<file path="config.mk">
export PLATFORM = sky130hd
export DESIGN_NAME = oopu_ctrl
export DESIGN_NICKNAME = d
export VERILOG_FILES = /design/src/design/oopu_pkg.sv /design/src/design/oopu_ctrl.sv
export SDC_FILE = /design/constraint.sdc
export NUM_CORES = 1
export LEC_CHECK = 0
export BUFFER_PORTS_ARGS = -buffer_cell sky130_fd_sc_hd__buf_4
export CAP_MARGIN = 20
export CORE_MARGIN = 3
export CORE_UTILIZATION = 30
export DETAILED_ROUTE_END_ITERATION = 7
export GPL_ROUTABILITY_DRIVEN = 1
export GPL_TIMING_DRIVEN = 1
export PLACE_DENSITY_LB_ADDON = 0.1
export SKIP_LAST_GASP = 1
export SLEW_MARGIN = 40
export SYNTH_ARGS = -nofsm -noshare
export SYNTH_HDL_FRONTEND = slang
export SYNTH_SLANG_ARGS = --single-unit
</file>
<file path="constraint.sdc">
create_clock -name clk -period 4.8 [get_ports clk]
set_clock_uncertainty 0.1 [all_clocks]
set_input_delay 1.44 -clock clk [delete_from_list [all_inputs] [get_ports clk]]
set_output_delay 1.44 -clock clk [all_outputs]
set_load 0.01 [all_outputs]
</file>
<file path="src/design/oopu_pkg.sv">
`timescale 1ns / 1ps
// ----------------------------------------------------------------------------
// oopu_pkg
// Shared types, constants and arithmetic helpers for the orbital object
// position updater.
// ----------------------------------------------------------------------------
package oopu_pkg;

	localparam int ObjectCount   = 64;
	localparam int TrigTableBits = 10;
	localparam int SlotW         = 6;
	localparam int CountW        = 7;

	localparam logic signed [15:0] SinA = 16'sd25736;
	localparam logic signed [15:0] SinB = 16'sd10584;
	localparam logic signed [15:0] SinC = 16'sd1232;

	// Parameter word selects.
	localparam logic [3:0] SEL_BASE_X  = 4'd0;
	localparam logic [3:0] SEL_BASE_Y  = 4'd1;
	localparam logic [3:0] SEL_BASE_Z  = 4'd2;
	localparam logic [3:0] SEL_VEL_X   = 4'd3;
	localparam logic [3:0] SEL_VEL_Y   = 4'd4;
	localparam logic [3:0] SEL_VEL_Z   = 4'd5;
	localparam logic [3:0] SEL_RADIUS  = 4'd6;
	localparam logic [3:0] SEL_RATE    = 4'd7;
	localparam logic [3:0] SEL_PHASE   = 4'd8;
	localparam logic [3:0] SEL_RIGHT   = 4'd9;
	localparam logic [3:0] SEL_FORWARD = 4'd10;
	localparam logic [3:0] SEL_GAIN    = 4'd11;

	localparam logic CMD_WRITE = 1'b0;
	localparam logic CMD_TICK  = 1'b1;

	// Datapath operation steps issued by the controller.
	localparam logic [3:0] OP_NONE   = 4'd0;
	localparam logic [3:0] OP_READ   = 4'd1;
	localparam logic [3:0] OP_PHASE  = 4'd2;
	localparam logic [3:0] OP_SIN1   = 4'd3;
	localparam logic [3:0] OP_SIN2   = 4'd4;
	localparam logic [3:0] OP_SIN3   = 4'd5;
	localparam logic [3:0] OP_SIN4   = 4'd6;
	localparam logic [3:0] OP_BASIS  = 4'd7;
	localparam logic [3:0] OP_RADIUS = 4'd8;
	localparam logic [3:0] OP_DRIFT  = 4'd9;
	localparam logic [3:0] OP_SUM    = 4'd10;
	localparam logic [3:0] OP_EMIT   = 4'd11;

	typedef struct packed {
		logic [3:0]       op;
		logic [SlotW-1:0] slot;
		logic             last;
	} oopu_cmd_t;

	// Saturate a 36-bit sum to 32 bits.
	function automatic logic signed [31:0] sat32(input logic signed [35:0] v);
		logic signed [35:0] hi;
		logic signed [35:0] lo;
		begin
			hi = 36'sh07FFFFFFF;
			lo = -36'sh080000000;
			if (v > hi) sat32 = 32'sh7FFFFFFF;
			else if (v < lo) sat32 = 32'sh80000000;
			else sat32 = v[31:0];
		end
	endfunction

	// Select one basis component, a Q2.8 value already widened to Q2.14.
	function automatic logic signed [15:0] basis_comp(input logic [47:0] b,
			input int c);
		begin
			basis_comp = b[16*c +: 16];
		end
	endfunction

	function automatic logic [47:0] pack_basis(input logic [31:0] w);
		begin
			pack_basis = {w[29:20], 6'd0, w[19:10], 6'd0, w[9:0], 6'd0};
		end
	endfunction

endpackage

</file>
<file path="src/design/oopu_ctrl.sv">
`timescale 1ns / 1ps
// ----------------------------------------------------------------------------
// oopu_ctrl
// Sequencer that walks the active objects of a tick through the datapath
// steps, one step per cycle.
// ----------------------------------------------------------------------------
module oopu_ctrl
	import oopu_pkg::*;
(
	input  logic              clk,
	input  logic              arst_n,
	input  logic              tick_go,
	input  logic [CountW-1:0] count,
	output logic              busy,
	output oopu_cmd_t         cmd
);

	localparam logic [1:0] ST_IDLE = 2'd0;
	localparam logic [1:0] ST_RUN  = 2'd1;

	logic [1:0]       state_q;
	logic [3:0]       op_q;
	logic [SlotW-1:0] slot_q;
	logic [CountW-1:0] n_q;
	logic [CountW-1:0] n_sat;

	assign n_sat = (count > CountW'(ObjectCount)) ? CountW'(ObjectCount) : count;

	// Step through the operations of each object, then the next object.
	always_ff @(posedge clk or negedge arst_n) begin
		if (!arst_n) begin
			state_q <= ST_IDLE;
			op_q    <= OP_NONE;
			slot_q  <= '0;
			n_q     <= '0;
		end else begin
			case (state_q)
				ST_IDLE: begin
					if (tick_go && n_sat != '0) begin
						state_q <= ST_RUN;
						op_q    <= OP_READ;
						slot_q  <= '0;
						n_q     <= n_sat;
					end
				end
				ST_RUN: begin
					if (op_q == OP_EMIT) begin
						if ({1'b0, slot_q} + 7'd1 == n_q) begin
							state_q <= ST_IDLE;
							op_q    <= OP_NONE;
						end else begin
							slot_q <= slot_q + 6'd1;
							op_q   <= OP_READ;
						end
					end else begin
						op_q <= op_q + 4'd1;
					end
				end
				default: state_q <= ST_IDLE;
			endcase
		end
	end

	assign busy      = (state_q != ST_IDLE);
	assign cmd.op    = (state_q == ST_RUN) ? op_q : OP_NONE;
	assign cmd.slot  = slot_q;
	assign cmd.last  = ({1'b0, slot_q} + 7'd1 == n_q);

endmodule

</file>
### After elaboration in Yosys (flattened, before gate mapping)

Cells that the tools add are included.

* flip-flop bits (word level): 19
* input port bits: 10
* logic and storage cells: 38

* $add $sub $neg: 3
* order comparisons: 1
* equality and inequality tests: 7
* multiplexer cells: 14
* reduce and logical (&&, ||, !) cells: 9

Operators by type and width (number)
* 2-to-1 mux 6 bit: 3
* 2-to-1 mux 4 bit: 3
* one-hot mux 6 bit (2 select lines): 1
* != test 2 bit, second input constant: 4
* one-hot mux 4 bit (2 select lines): 1
* adder 6 x 1 -> 7 bit, second input constant: 1
* == test 7 bit: 1
* greater-than comparator 7 bit, second input constant: 1
* 2-to-1 mux 7 bit: 1
* nonzero test 7 bit: 1
* adder 6 x 1 -> 6 bit, second input constant: 1
* 2-to-1 mux 2 bit: 3
* adder 4 x 1 -> 4 bit, second input constant: 1
* == test 4 bit, second input constant: 1
* one-hot mux 2 bit (2 select lines): 1
* AND reduction 2 bit: 2
* AND reduction 4 bit: 1
* nonzero test 2 bit: 2
* AND reduction 3 bit: 1
* == test 2 x 1 -> 1 bit, second input constant: 1
* logical NOT 2 bit: 1
* logical AND 1 bit: 1
* 2-to-1 mux 1 bit: 1

### Logic depth before layout (Yosys ltp)

Gate-level depths: netlist of the first run.

* depth after elaboration: 6
* mapped depth: 8

### Worst setup path after synthesis of the first run

Ideal clock, no wire load.

* kind: register to output
* from: register slot_q[0]
* to: output cmd[0] (netlist name)
* data arrival time: 1.673 ns
* path slack: 1.587 ns
* stages on the path, launching flop included: 6
* path through: dfrtp_1 > ha_1 > xor3_1 > nor3_1 > nand4_1 > nor2_1

RTL lines
* start, declared: RTL line oopu_ctrl.sv:23 `logic [SlotW-1:0] slot_q;`
* start signal, assigned: RTL line oopu_ctrl.sv:52 `slot_q <= slot_q + 6'd1;`
* end, declared: RTL line oopu_ctrl.sv:15 `output oopu_cmd_t cmd`

==> summary.txt, run 1 <==
Timing
  – Tcrit/Tclk final: 0.769
  – FMAX: about 270 MHz
  – Slew headroom: 0.660
  – Setup-failing EPs final: 0
  – Fin. Hold Viols: 0
  – Worst-Margin Slew: approximately 500 ps
  – Unrepaired setup endpoints after global routing: no
  – Slew Viols, Final: 0
  – Setup TNS: 0 ps
  – Period minus WS final: 3690 ps

Job
  – Max-cap check violation count: 0

Route
  – Vias: 837
  – Routed len/inst: 12.2 um
  – DRC: 0
  – Initial DRC count: 20
  – Post-Route WL: 2.19 mm
  – Final ANT Viol Nets: 0
  – Vias per std cell: around 4.7
  – DRT Pass-1 Iters: 2

Setup path
  – CP required: 3260 ps
  – CP bufs+invs: 1
  – Crit end category: primary output
  – Levels on crit path: 6
  – Slowest stage delay, CP: between 400 and 500 ps
  – Worst path slowest cell: dfrtp_1
  – Critical path type: register to primary output
  – Peak fanout along the critical path: 7
  – Cell Chain, Critical Path: ha_1 > xor3_1 > nor3_1 > nand4_1 > nor2_1 > buf_4
  – Reg2Reg Depth: 7
  – Crit path max-delay family: simple AND/OR/NAND/NOR gates
  – WP data arrival: 2150 ps
  – Startpoint class of the critical path: register

Cells and area
  – Share of layout cells above drive strength 1: 0.233
  – Most frequent cells in the layout: buf_4, dfrtp_1, nand2_1, o21ai_0, nand3_1
  – Fillers: 360
  – Commonest non-fill, non-tap cell in the layout: buf_4
  – Area growth, synth to finish: 19.2%
  – Nets@finish: 146
  – Post-route design area: 0.00130 sq mm
  – N_diodes: 0

Clock tree
  – CTS tree: done
  – CTS Buf Count: 3
  – Clk_lat worst skew: 290 ps
  – Resized cells post-CTS: 0
  – Clk slew on worst S/H paths: 110 ps
  – CTS Buffer Depth: 2
  – Clk sinks: 18
  – H-tree Lvls: 1
  – Clock root cell: clkbuf_4
  – Hold Buf Count CTS: 0
  – Post-CTS Setup Bufs: 0

Status
  – Outcome: finished, final reports clean

Global routing
  – Initial antenna violation count: 0
  – First-pass GRT wire length: 3.68 mm
  – Largest net degree at the start of global routing: 21
  – Grt ovf: 0
  – Vias in the first global route: just under 800
  – GRT Total Usage: 0.112

Synth
  – Synthesized area per cell: 9.66 sq um
  – Yosys warns: 0
  – Post-Syn Area: 0.00109 sq mm
  – Synth Instances: 113
  – Register bit total from synthesis: 18
  – Unique masters post-synth: 32
  – Syn Nets: 125
  – Sequential area share after synthesis: 0.413

Placement
  – Port Buffers: 21
  – Final Wtd Congestion: 0.747
  – HPWL Detailed: 1.67 mm
  – Area post-placement: 0.00126 sq mm

Floorplan
  – Die height: 66.3 um
  – Initial Util: 0.319
  – Core ar.: around 0.0034 sq mm
  – Total die area: 0.00440 sq mm
  – Die Wd: 66.3 um
  – Ports: 22
  – Rows: 21

Power
  – Cell area power density: 604 mW/mm^2
  – LEAKAGE: 0.558 nW
  – Worst vdd ir: 0.000159 V

Min path
  – WHS Path Cells: 2
  – Worst min path class: register to register
## state kept, by name, summed over array words and instances, names as in the netlist
register	count
n_q	7
slot_q	6
op_q	4
state_q	1
## metal layers
metal	share of wire	up-vias	global-route usage
li1	-	433	-
met3	0.042	2	0.0323
met5	0	-	0
met1	0.48	386	0.142
met4	0.0087	0	0.0381
met2	0.47	16	0.181
## synth_stat cells
master	n	area, sq um
nor3b_1	2	15.0
or3b_1	1	8.76
nor3_1	2	10.0
inv_1	2	7.51
nor2_1	4	15.0
o21ai_0	16	80.1
and2_1	4	25.0
buf_2	1	5.00
nand3_1	9	45.0
or3_1	1	6.26
or4_4	1	11.3
mux2_2	2	22.5
nand2b_1	6	37.5
o21ai_1	1	5.00
nor2b_1	1	6.26
clkbuf_1	1	3.75
o41ai_1	1	8.76
o311ai_0	1	8.76
dfrtp_1	18	450
buf_6	3	33.8
xnor2_1	6	52.6
nand2_1	16	60.1
a21oi_1	1	5.00
o211ai_2	1	12.5
nand4_1	1	6.26
o41ai_4	1	27.5
ha_1	2	25.0
a22o_1	1	8.76
or2_2	1	6.26
xor3_1	2	47.6
xor2_1	3	26.3
o21a_1	1	7.51
## through the flow
stage | util | instances | hold slack (ps) | power, mW | worst slack, ps
finish | 0.381 | 179 | 412 | 0.786 | 1110
global route | 0.381 | 179 | 442 | 0.868 | 933
CTS | 0.381 | 179 | 421 | 0.803 | 1070
detailed placement | 0.370 | 175 | 395 | 0.705 | 1340
global placement | 0.370 | 175 | 392 | 0.702 | 1380
floorplan | - | 113 | 361 | 0.578 | 1590
## cells by family after synthesis
kind of cell    share of synthesized area
flops                               0.413
xor+xnor                            0.116
mux                                0.0206
fa+ha+maj                          0.0229
buf+inv                            0.0459
compound gates                      0.150
simple gates                        0.232
## where the power goes
part | switching, mW | internal, mW
Sequential | 0.0924 | 0.214
Combinational | 0.171 | 0.213
Clock | 0.0493 | 0.0462
Total | 0.313 | 0.473
## worst paths after layout
kind,endpoint,start,slack (ps)
worst max register to register,slot_q[2],slot_q[0],2270
min in group asynchronous,slot_q[3],arst_n,890
worst min-delay path,n_q[2],n_q[2],410
max in group asynchronous,n_q[6],arst_n,3510
worst max-delay path,cmd[0],slot_q[0],1110
worst min register to register,n_q[2],n_q[2],410
## worst register-to-register path, delay by kind of cell (launching register included)
kind | cells | cell delay, ps
DFF | 1 | 460
and+or+nand+nor | 3 | 550
adders and majority gates | 1 | 260
xor gates and xnor gates | 1 | 420
AOI/OAI and AO/OA | 2 | 600
## final cells by class
class / instances / area [sq um] / share of cell area
multi-input cells: 88 / 591 / 0.454
flip-flops and latches: 18 / 450 / 0.346
repair buffers: 21 / 158 / 0.121
well taps: 46 / 57.6 / 0.0443
clock buffers: 4 / 36.3 / 0.0279
inverters: 2 / 7.51 / 0.00577
No activity file was read; power rests on OpenSTA's default activity.
==> run 2, diff against run 1 <==
==> constraint.sdc (replaced) <==
create_clock -name clk -period 3.1 [get_ports clk]
set_clock_uncertainty 0.1 [all_clocks]
set_input_delay 0.93 -clock clk [delete_from_list [all_inputs] [get_ports clk]]
set_output_delay 0.93 -clock clk [all_outputs]
set_load 0.01 [all_outputs]
==> summary.txt, run 2 (synthesized netlist as in run 1, its figures left out) <==
Timing
  – Setup-failing EPs final: 0 (unchanged)
  – Final worst setup slack: 130 ps (-979 ps)
  – Slew headroom: 0.645 (-0.0154)
  – Tcrit/Tclk final: 0.958
  – Slew Viols, Final: 0 (unchanged)
  – Hold slack: 383 ps (-29.1 ps)
  – FMAX: 337 MHz
  – Worst-Margin Slew: 532 ps (+23.0 ps)
  – Fin. Hold Viols: 0 (unchanged)
  – Setup TNS: 0 ps (unchanged)
  – Period minus WS final: 2970 ps

Clock tree
  – Clk sinks: 18 (unchanged)
  – CTS tree: done
  – CTS Buf Count: 3 (unchanged)
  – Clk slew on worst S/H paths: 100 ps (about the same)
  – Clk_lat worst skew: 290 ps (about the same)
  – H-tree Lvls: 1 (unchanged)
  – CTS Buffer Depth: 2 (unchanged)
  – Clock root cell: clkbuf_4

Cells and area
  – Share of layout cells above drive strength 1: 0.285 (+0.0516)
  – Most frequent cells in the layout: buf_4, dfrtp_1, nand2_1, o21ai_0, nand3_1
  – Commonest non-fill, non-tap cell in the layout: buf_4
  – Nets@finish: 151 (+3.4%)
  – N_diodes: 0 (unchanged)
  – Post-route design area: 0.00135 sq mm (+3.5%)
  – Max reg flops: 7 (unchanged)
  – Biggest register: n_q
  – Final core area utilization: 0.394 (+0.0132)
  – Final cell count without fillers: 183 (+2.2%)
  – Biggest regs: n_q (7), slot_q (6), op_q (4)
  – Area growth, synth to finish: 23.3%

Setup path
  – Peak fanout along the critical path: 5 (-2)
  – R2R setup slack: 580 ps (-1690 ps)
  – CP required: 2070 ps (-1190 ps)
  – WP data arrival: 1940 ps (-210 ps)
  – Origin of the critical flop-to-flop path: slot_q[0]
  – Reg2Reg Depth: 8 (+1)
  – Startpoint class of the critical path: register
  – Reg2reg end: slot_q[2]
  – Critical path type: register to primary output
  – Crit end category: primary output

Power
  – Cell area power density: 937 mW/mm^2 (+55%)
  – Overall Power: 1.26 mW (+60%)
  – LEAKAGE: 0.574 nW (+2.9%)
  – Worst vdd ir: 0.000277 V (+75%)

Global routing
  – Largest net degree at the start of global routing: 19 (-9.5%)
  – Grt ovf: 0 (unchanged)
  – Initial antenna violation count: 0 (unchanged)
  – First-pass GRT wire length: 3.91 mm (+6.0%)
  – GRT Total Usage: 0.117 (+0.00528)
  – Vias in the first global route: 817 (+4.9%)

Placement
  – Final Wtd Congestion: 0.765 (+2.5%)
  – HPWL Detailed: 1.72 mm (+3.3%)
  – Pre-CTS WS: 172 ps (-1170 ps)
  – Area post-placement: 0.00127 sq mm (+0.59%)
  – DP Cell Count: 176 (+0.57%)
  – Port Buffers: 21 (unchanged)

Floorplan
  – Total die area: 0.00440 sq mm (unchanged)
  – Initial Util: 0.319 (unchanged)
  – Die Wd: 66.3 um (unchanged)
  – Ports: 22 (unchanged)
  – Core ar.: 0.00342 sq mm (unchanged)
  – Rows: 21 (unchanged)
  – Die height: 66.3 um (unchanged)

Route
  – Vias per std cell: 4.75 (+1.6%)
  – Routed len/inst: 12.5 um (+2.3%)
  – Post-Route WL: 2.29 mm (+4.6%)
  – Initial DRC count: 32 (+60%)
  – DRT Pass-1 Iters: 4 (+2)
  – DRC: 0 (unchanged)
  – Final ANT Viol Nets: 0 (unchanged)
  – Vias: 869 (+3.8%)

Job
  – Max-cap check violation count: 0 (unchanged)

Min path
  – Worst min path class: input pin to async pin

Status
  – Outcome: finished, final reports clean
-- run 2: routing by layer --
metal  vias to the layer above  share of wire  track usage
met5                         -              0            0
li1                        443              -            -
met4                         0         0.0092       0.0305
met1                       410           0.49        0.160
met2                        14           0.46        0.178
met3                         2          0.037       0.0357
-- run 2: critical path, cell delays in order (launching register included) --
cell,delay (ps)
dfrtp_2,440
ha_4,180
xor3_1,380
nor3_2,210
nand4_1,150
nor2_2,140
buf_4,130
-- run 2: report_power, final --
| group | switching [mW] | internal [mW] | leakage, nW |
|---|---|---|---|
| sequential | 0.137 | 0.333 | 0.224 |
| combinational | 0.302 | 0.376 | 0.337 |
| clock | 0.0686 | 0.0452 | 0.0138 |
| total | 0.507 | 0.754 | 0.574 |
-- run 2: worst max-delay path by stage --
stage / slack (ps) / startpoint / endpoint / cells past startpoint
floorplan: 400 / slot_q[0] / cmd[0] / 5
global placement: 270 / count[3] / slot_q[0] / 7
detailed placement: 170 / slot_q[0] / cmd[0] / 6
CTS: 40 / slot_q[1] / cmd[0] / 6
global route: -2 / slot_q[1] / cmd[0] / 6
finish: 130 / slot_q[0] / cmd[0] / 6
-- run 2: what timing repair did --
action	in CTS	in global routing
hold buffers	0	0
resized for setup	3	2
endpoints found under the setup margin	1	1
buffers inserted	3	1
pin swaps	1	2
-- run 2: cell type report --
cell class              count  area [sq um]
fillers                   367          2070
repair buffers             26           195
multi-input cells          88           611
well taps                  46          57.6
flip-flops and latches     18           452
inverters                   2          7.51
clock buffers               3          22.5
==> run 3, diff against run 2 <==
--- a/config.mk
+++ b/config.mk
@@ -14,7 +14,6 @@
 export GPL_TIMING_DRIVEN = 1
 export PLACE_DENSITY_LB_ADDON = 0.1
 export SKIP_LAST_GASP = 1
-export SLEW_MARGIN = 40
 export SYNTH_ARGS = -nofsm -noshare
 export SYNTH_HDL_FRONTEND = slang
 export SYNTH_SLANG_ARGS = --single-unit
==> constraint.sdc (replaced) <==
create_clock -name clk -period 3.1 [get_ports clk]
set_clock_uncertainty 0.1 [all_clocks]
set_input_delay 0.62 -clock clk [delete_from_list [all_inputs] [get_ports clk]]
set_output_delay 0.62 -clock clk [all_outputs]
set_load 0.01 [all_outputs]
==> summary.txt, run 3 (synthesized netlist as in run 1, its figures left out) <==
Timing
  – Setup-failing EPs final: 0 (unchanged)
  – Unrepaired setup endpoints after global routing: no
  – Tcrit/Tclk final: 0.927 (-0.0308)
  – Slew headroom: 0.656 (+0.0110)
  – Setup TNS: 0 ps (unchanged)
  – Final worst setup slack: 226 ps (+95.4 ps)
  – Worst-Margin Slew: 515 ps (-16.4 ps)
  – Slew Viols, Final: 0 (unchanged)
  – Fin. Hold Viols: 0 (unchanged)
  – FMAX: 348 MHz (+3.3%)
  – Period minus WS final: 2870 ps (-95.4 ps)

Setup path
  – Slowest stage delay, CP: 470 ps (+30 ps)
  – Cell Chain, Critical Path: ha_1 > xor3_1 > nor3_1 > nand4_1 > nor2_1 > buf_4
  – CP required: 2380 ps (+310 ps)
  – Startpoint class of the critical path: register
  – WP data arrival: 2150 ps (+210 ps)
  – CP bufs+invs: 1 (unchanged)
  – Crit end category: primary output
  – Worst path slowest cell: dfrtp_1
  – Critical path type: register to primary output
  – Crit path max-delay family: simple AND/OR/NAND/NOR gates
  – Reg2Reg Depth: 7 (-1)
  – Levels on crit path: 6 (unchanged)
  – Peak fanout along the critical path: 7 (+2)

Placement
  – DP Cell Count: 175 (-0.57%)
  – Port Buffers: 21 (unchanged)
  – Pre-CTS WS: 460 ps (+288 ps)
  – HPWL Detailed: 1.67 mm (-2.8%)
  – Final Wtd Congestion: 0.747 (-2.4%)

Cells and area
  – Commonest non-fill, non-tap cell in the layout: buf_4
  – Share of layout cells above drive strength 1: 0.233 (-0.0516)
  – Biggest register: n_q
  – Nets@finish: 146 (-3.3%)
  – Area growth, synth to finish: 19.2%
  – N_diodes: 0 (unchanged)
  – Max reg flops: 7 (unchanged)
  – Fillers: 372 (+1.4%)
  – Biggest regs: n_q (7), slot_q (6), op_q (4)
  – Most frequent cells in the layout: buf_4, dfrtp_1, nand2_1, o21ai_0, nand3_1
  – Final cell count without fillers: 179 (-2.2%)

Route
  – Routed len/inst: 12.6 um (+0.40%)
  – Vias per std cell: 4.83 (+1.6%)
  – Initial DRC count: 42 (+31%)
  – DRC: 0 (unchanged)
  – Final ANT Viol Nets: 0 (unchanged)
  – Vias: 864 (-0.58%)
  – Post-Route WL: 2.25 mm (-1.8%)
  – DRT Pass-1 Iters: 4 (unchanged)

Global routing
  – First-pass GRT wire length: 3.97 mm (+1.6%)
  – Grt ovf: 0 (unchanged)
  – Largest net degree at the start of global routing: 21 (+2)
  – Initial antenna violation count: 0 (unchanged)
  – GRT Total Usage: 0.120 (+0.00275)
  – Vias in the first global route: 816 (-0.12%)

Floorplan
  – Core ar.: 0.00342 sq mm (unchanged)
  – Die Wd: 66.3 um (unchanged)
  – Total die area: 0.00440 sq mm (unchanged)
  – Initial Util: 0.319 (unchanged)
  – Ports: 22 (unchanged)
  – Die height: 66.3 um (unchanged)
  – Rows: 21 (unchanged)

Clock tree
  – CTS Buffer Depth: 2 (unchanged)
  – Clk_lat worst skew: 300 ps (about the same)
  – Clock root cell: clkbuf_4
  – Clk sinks: 18 (unchanged)
  – CTS Buf Count: 3 (unchanged)
  – Post-CTS Setup Bufs: 0 (-3)
  – H-tree Lvls: 1 (unchanged)
  – Resized cells post-CTS: 0 (-3)
  – Clk slew on worst S/H paths: 110 ps (about the same)
  – CTS tree: done
  – Hold Buf Count CTS: 0 (unchanged)

Power
  – Overall Power: 1.22 mW (-3.1%)
  – LEAKAGE: 0.558 nW (-2.8%)
  – Worst vdd ir: 0.000297 V (+7.2%)
  – Cell area power density: 940 mW/mm^2 (+0.28%)

Min path
  – Worst min path class: input pin to async pin

Status
  – Outcome: finished, final reports clean

Job
  – Max-cap check violation count: 0 (unchanged)
run 3: changes by cell type in the layout (fill, tap and decap cells not counted), sizes merged:
cell / before / now
buf: 26 / 21
clkbuf: 3 / 4
run 3: worst paths after layout:
check	start	endpoint	slack, ps
setup / recovery	slot_q[0]	cmd[0]	230
hold / removal	arst_n	slot_q[3]	70
setup reg to reg	slot_q[0]	slot_q[2]	550
hold reg to reg	n_q[2]	n_q[2]	410
max in group asynchronous	arst_n	op_q[0]	2620
min in group clk	n_q[2]	n_q[2]	410
run 3: power by group:
group	total, mW	leakage, nW	internal, mW	switching, mW
logic	0.601	0.312	0.331	0.270
registers	0.474	0.225	0.331	0.143
clock network	0.147	0.0210	0.0716	0.0756
run 3: routing by layer:
metal / vias to the layer above / share of wire / wire length (um) / global-route usage
li1: 436 / - / - / -
met1: 410 / 0.48 / 1080 / 0.161
met2: 16 / 0.46 / 1030 / 0.186
met3: 2 / 0.049 / 111 / 0.0374
met4: 0 / 0.010 / 23 / 0.0305
met5: - / 0 / 0 / 0
run 3: worst register-to-register path: stages (launching register included):
cell,delay [ps]
dfrtp_1,470
ha_1,260
xor3_1,420
nor3_1,180
nand4_1,190
o211ai_2,500
or3b_1,180
o311ai_0,110
run 3: layout make-up:
cell class,instances,area [sq um],share of cell area
clock buffer,4,36.3,0.0279
inverter,2,7.51,0.00577
multi-input combinational,88,591,0.454
sequential,18,450,0.346
tap,46,57.6,0.0443
timing repair buffer,21,158,0.121
run 3: per-stage QoR:
stage	hold slack, ps	utilization	cell area, sq um
after floorplan	224	-	1090
after global placement	392	0.370	1260
after detailed placement	395	0.370	1260
after CTS	74.5	0.381	1300
after global routing	72.1	0.381	1300
final	69.3	0.381	1300
